File: config.mk
export PLATFORM = sky130hd
export DESIGN_NAME = bdq_cell
export DESIGN_NICKNAME = d
export VERILOG_FILES = /design/src/rtl/bdq_pkg.sv /design/src/rtl/bdq_cell.sv
export SDC_FILE = /design/constraint.sdc
export NUM_CORES = 1
export LEC_CHECK = 0
export ABC_AREA = 1
export BUFFER_PORTS_ARGS = -buffer_cell sky130_fd_sc_hd__buf_4
export CELL_PAD_IN_SITES_DETAIL_PLACEMENT = 0
export CELL_PAD_IN_SITES_GLOBAL_PLACEMENT = 1
export CORE_MARGIN = 4
export CORE_UTILIZATION = 29
export CTS_CLUSTER_SIZE = 28
export DETAILED_ROUTE_END_ITERATION = 7
export HOLD_SLACK_MARGIN = 0.02
export PLACE_DENSITY = 0.83
export SYNTH_ARGS = -nofsm -noshare
export SYNTH_HDL_FRONTEND = slang
export SYNTH_SLANG_ARGS = --single-unit
File: constraint.sdc
create_clock -name clk -period 3.55 [get_ports clk]
set_clock_uncertainty 0.2 [all_clocks]
set_input_delay 0.5325 -clock clk [delete_from_list [all_inputs] [get_ports clk]]
set_output_delay 0.5325 -clock clk [all_outputs]
set_load 0.03 [all_outputs]
File: src/rtl/bdq_pkg.sv
// ----------------------------------------------------------------------------
// bdq_pkg
// Shared types and codes for the bounded deque: command and status codes,
// cell operations, controller states and walk modes.
// ----------------------------------------------------------------------------
package bdq_pkg;

    // Command codes carried in the func field
    typedef enum logic [3:0] {
        FN_PUSH_FRONT = 4'd0,
        FN_PUSH_BACK  = 4'd1,
        FN_POP_FRONT  = 4'd2,
        FN_POP_BACK   = 4'd3,
        FN_CLEAR      = 4'd4,
        FN_REMOVE     = 4'd5,
        FN_READ_FIRST = 4'd6,
        FN_READ_LAST  = 4'd7,
        FN_READ_ALL   = 4'd8
    } func_t;

    // Result status codes
    typedef enum logic [1:0] {
        STAT_OK       = 2'd0,
        STAT_FULL     = 2'd1,
        STAT_EMPTY    = 2'd2,
        STAT_NOTFOUND = 2'd3
    } status_t;

    // Operation applied to all cells of the chain together
    typedef enum logic [2:0] {
        CELL_HOLD,     // keep contents
        CELL_SHL,      // take the right-hand neighbour (shift towards the front)
        CELL_SHR,      // take the left-hand neighbour, cell 0 takes the key
        CELL_ROT,      // shift towards the front, tail cell takes cell 0
        CELL_APPEND    // selected cell takes the key
    } cell_op_t;

    // Controller states
    typedef enum logic {
        S_IDLE,
        S_WALK
    } state_t;

    // Kind of walk round the held entries
    typedef enum logic {
        WALK_REMOVE,
        WALK_READ
    } walk_mode_t;

    localparam int KEY_W   = 32;
    localparam int FUNC_W  = 4;
    localparam int COUNT_W = 7;

endpackage

File: src/rtl/bdq_cell.sv
// ----------------------------------------------------------------------------
// bdq_cell
// One storage cell of the deque chain. Holds one entry and, under the shared
// operation code, takes data from a neighbour, the wrap bus or the key.
// ----------------------------------------------------------------------------
module bdq_cell
    import bdq_pkg::*;
#(
    parameter int IDX_W = 5
)
(
    input  logic                     clk,
    input  logic [IDX_W-1:0]         idx,
    input  cell_op_t                 op,
    input  logic [IDX_W-1:0]         sel,
    input  logic signed [KEY_W-1:0]  from_left,
    input  logic signed [KEY_W-1:0]  from_right,
    input  logic signed [KEY_W-1:0]  wrap_in,
    input  logic signed [KEY_W-1:0]  key,
    output logic signed [KEY_W-1:0]  q
);

    logic signed [KEY_W-1:0] entry_reg;
    logic signed [KEY_W-1:0] entry_next;
    logic                    hit;

    assign hit = (idx == sel);

    // Select the new contents for this cycle
    always_comb
    begin
        case (op)
            CELL_HOLD:   entry_next = entry_reg;
            CELL_SHL:    entry_next = from_right;
            CELL_SHR:    entry_next = from_left;
            CELL_ROT:    entry_next = hit ? wrap_in : from_right;
            CELL_APPEND: entry_next = hit ? key : entry_reg;
            default:     entry_next = entry_reg;
        endcase
    end

    // Hold the entry
    always_ff @(posedge clk)
    begin
        entry_reg <= entry_next;
    end

    assign q = entry_reg;

endmodule

==> results by stage <==
Cells and area:
- The most common library cell in the layout ignoring fill and taps is sky130_fd_sc_hd__buf_4.
- The final layout net count is 714.
- 0 antenna diodes ended up in the layout.
- In the layout the commonest cells are 180 x sky130_fd_sc_hd__buf_4, 76 x sky130_fd_sc_hd__nand2_1, 71 x sky130_fd_sc_hd__inv_1, 64 x sky130_fd_sc_hd__nand3_1, 53 x sky130_fd_sc_hd__a21oi_1.
- The register with the most flip-flops in the layout has 32 of them.
- The total non-filler cell area in the finished layout is 4250 um2.
- The area added between synthesis and finish is 50.7%.
- The count of filler cells inserted in the layout is 1,012.
- The share of layout cells above drive strength 1 is 36.1%.

Logic synthesis:
- The portion of synthesized cell area occupied by the leading cell type is 34.1%.
- The combined area of all synthesized cells is 2820 um2.
- Of the synthesized area, sequential elements account for 34.1%.
- The total of flip-flops plus latches after synthesis is 32.
- Of all cell types, the one taking the most synthesized area is sky130_fd_sc_hd__edfxtp_1.
- The unique cell type count in the Yosys netlist is 20.
- The Yosys warning count is 0.
- Sorting the synthesized cells by area gives the leading types as sky130_fd_sc_hd__edfxtp_1 34%, sky130_fd_sc_hd__nand3_1 11%, sky130_fd_sc_hd__nand2_1 10%, sky130_fd_sc_hd__inv_1 9.4%, sky130_fd_sc_hd__a21oi_1 9.4%.
- The synthesized net count is 558.
- Counting every instance in the synthesized netlist gives 416.
- The average footprint of a synthesized cell is 6.78 um2.

Global routing:
- The global-route wire length before repair is 16.5 mm.
- The number of global-route vias before repair came to 3,364.
- The initial antenna violation count is 0.
- The total congestion overflow after global routing is 0.
- In the global route stage, overall resource usage came out at 18.3%.
- The pin count of the biggest net entering global routing is 65.

Drt:
- The routed wire length is 10.9 mm.
- In the routed layout, each cell is associated on average with a via count of 4.80.
- After detailed routing, the average wire length per cell comes to 15.5 um.
- The number of violations reported at the end of detailed-routing iteration 0 is 141.
- The number of nets with antenna violations after detailed routing is 0.
- The first-pass iteration count of the detailed router is 5.
- The post-detailed-route DRC marker count is 0.
- The vias after detailed routing is 3,370.

Timing:
- The aggregate negative setup slack is 0 ps.
- Setup violations remaining at the end of the flow were counted as 0.
- The final count of hold timing violations came to 0.
- In this run the tightest slew margin relative to its limit is 34.7%.
- Counting I/O delays and the setup requirement, the final critical path takes 2210 ps.
- The final critical path takes up 62.3% of the cycle.
- Setup repair after global routing left no endpoint under its margin.
- The final count of pins violating max slew is 0.
- For the pin with the worst max-slew slack, the measured transition is 977 ps.
- The maximum achievable frequency is 0.452 GHz.

Setup path:
- STA classifies the critical path startpoint as a primary input.
- In this run the worst path has a maximum fanout of 35.
- The data required time of the critical path is 3310 ps.
- The worst setup path is captured at a flop.
- At the worst endpoint, the arrival time is 1970 ps.
- The classification of the worst setup path is in2reg.

Clock network:
- The count of hold-fix buffers inserted at cts is 0.
- The buffers inserted during post-CTS setup optimization is 0.
- In this run the deepest clock path goes through 2 buffers.
- Clock-pin slew was measured on the worst setup and hold paths at 70 ps.
- The root buffer selected by CTS is sky130_fd_sc_hd__clkbuf_8.
- For this design, the sink count on the clock tree is 32.
- The CTS H-tree depth is 2.
- Post-CTS repair changed the size of 0 cells.
- TritonCTS built the clock tree.
- Counting the buffers created by CTS gives 5.

Die:
- The count of pins on the block boundary is 174.
- The full die area is 11,400 um2.
- The die is 107 um wide.
- The number of cell rows is 35.
- The initial core utilization is 30.1%.
- The height of the chip is 107 um.
- The area of the placeable core is 9370 um2.

Run status:
- The flow ran to the end, and the final reports show no timing, DRC or antenna violations.

Job:
- Across the run, the number of max-cap violations was 0.

Power and ir drop:
- The reported leakage power is 0.00210 uW.
- The power per standard cell area is 297 nW/um2.
- The worst-case vdd ir drop is 154 uV.

Placed design:
- Summed over all nets, the half-perimeter wirelength after detailed placement is 7.59 mm.
- After detailed placement, the total cell area comes to 4170 um2.
- The number of I/O port buffers is 173.
- The weighted congestion reported at the end of routability-driven placement is 0.802.

Hold path:
- The min-delay analysis places its worst path in the category in2reg.
[path summary, 6_finish.rpt]
| check | from | endpoint | slack [ps] | cells after the start |
|---|---|---|---|---|
| min | from_right[0] | q[0] | 380 | 3 |
| max | op[2] | q[0] | 1340 | 4 |
[critical path, cell delays in order]
cell                      delay (ps)
sky130_fd_sc_hd__buf_4           350
sky130_fd_sc_hd__nand2_1         230
sky130_fd_sc_hd__o21ai_4         450
sky130_fd_sc_hd__buf_4           390
[area by class of cell]
class	count	area, um2	area share [%]
Clock buffer	7	76.3	1.80
Clock inverter	1	3.75	0.0883
Inverter	72	270	6.36
Multi-Input combinational cell	281	1430	33.5
Sequential cell	32	961	22.6
Tap cell	129	161	3.80
Timing Repair Buffer	180	1350	31.8
[routing by layer]
layer,vias up,GRT usage [%],routed length [um]
met4,0,4.84,147
met5,-,0,0
met1,1512,22.8,4310
met3,12,4.94,991
met2,161,31.3,5460
li1,1685,-,-
[power breakdown]
group	switching [uW]	leakage [uW]	total, uW	internal [uW]
Combinational	287	0.00175	502	215
Sequential	13.9	0.000306	483	469
Clock	139	0.0000399	276	137
[kinds of logic after synthesis]
family | count (synthesis) | synth area share, %
flops | 32 | 34.1
compound gates | 66 | 13.2
buf+inv | 103 | 16.3
simple gates | 214 | 35.9
xor+xnor | 1 | 0.577
[metrics by stage]
step           hold slack (ps)  total power [uW]  setup WS (ps)  util (%)  instances
2_1_floorplan              556               758            350         -        416
3_3_place_gp               660               992           1010      44.5        694
3_5_place_dp               664               997            998      44.5        694
4_1_cts                    364              1280           1300      45.3        702
5_1_grt                    367              1330           1150      45.3        702
6_report                   378              1260           1340      45.3        702
[Yosys cell counts (all sizes together)]
library cell	instances
nor2	39
clkbuf	3
buf	28
nand2	78
nand3	65
xnor2	1
edfxtp	32
inv	72
a21oi	64
o21ai	2
nand4	32
No activity file was read; power rests on OpenSTA's default activity.
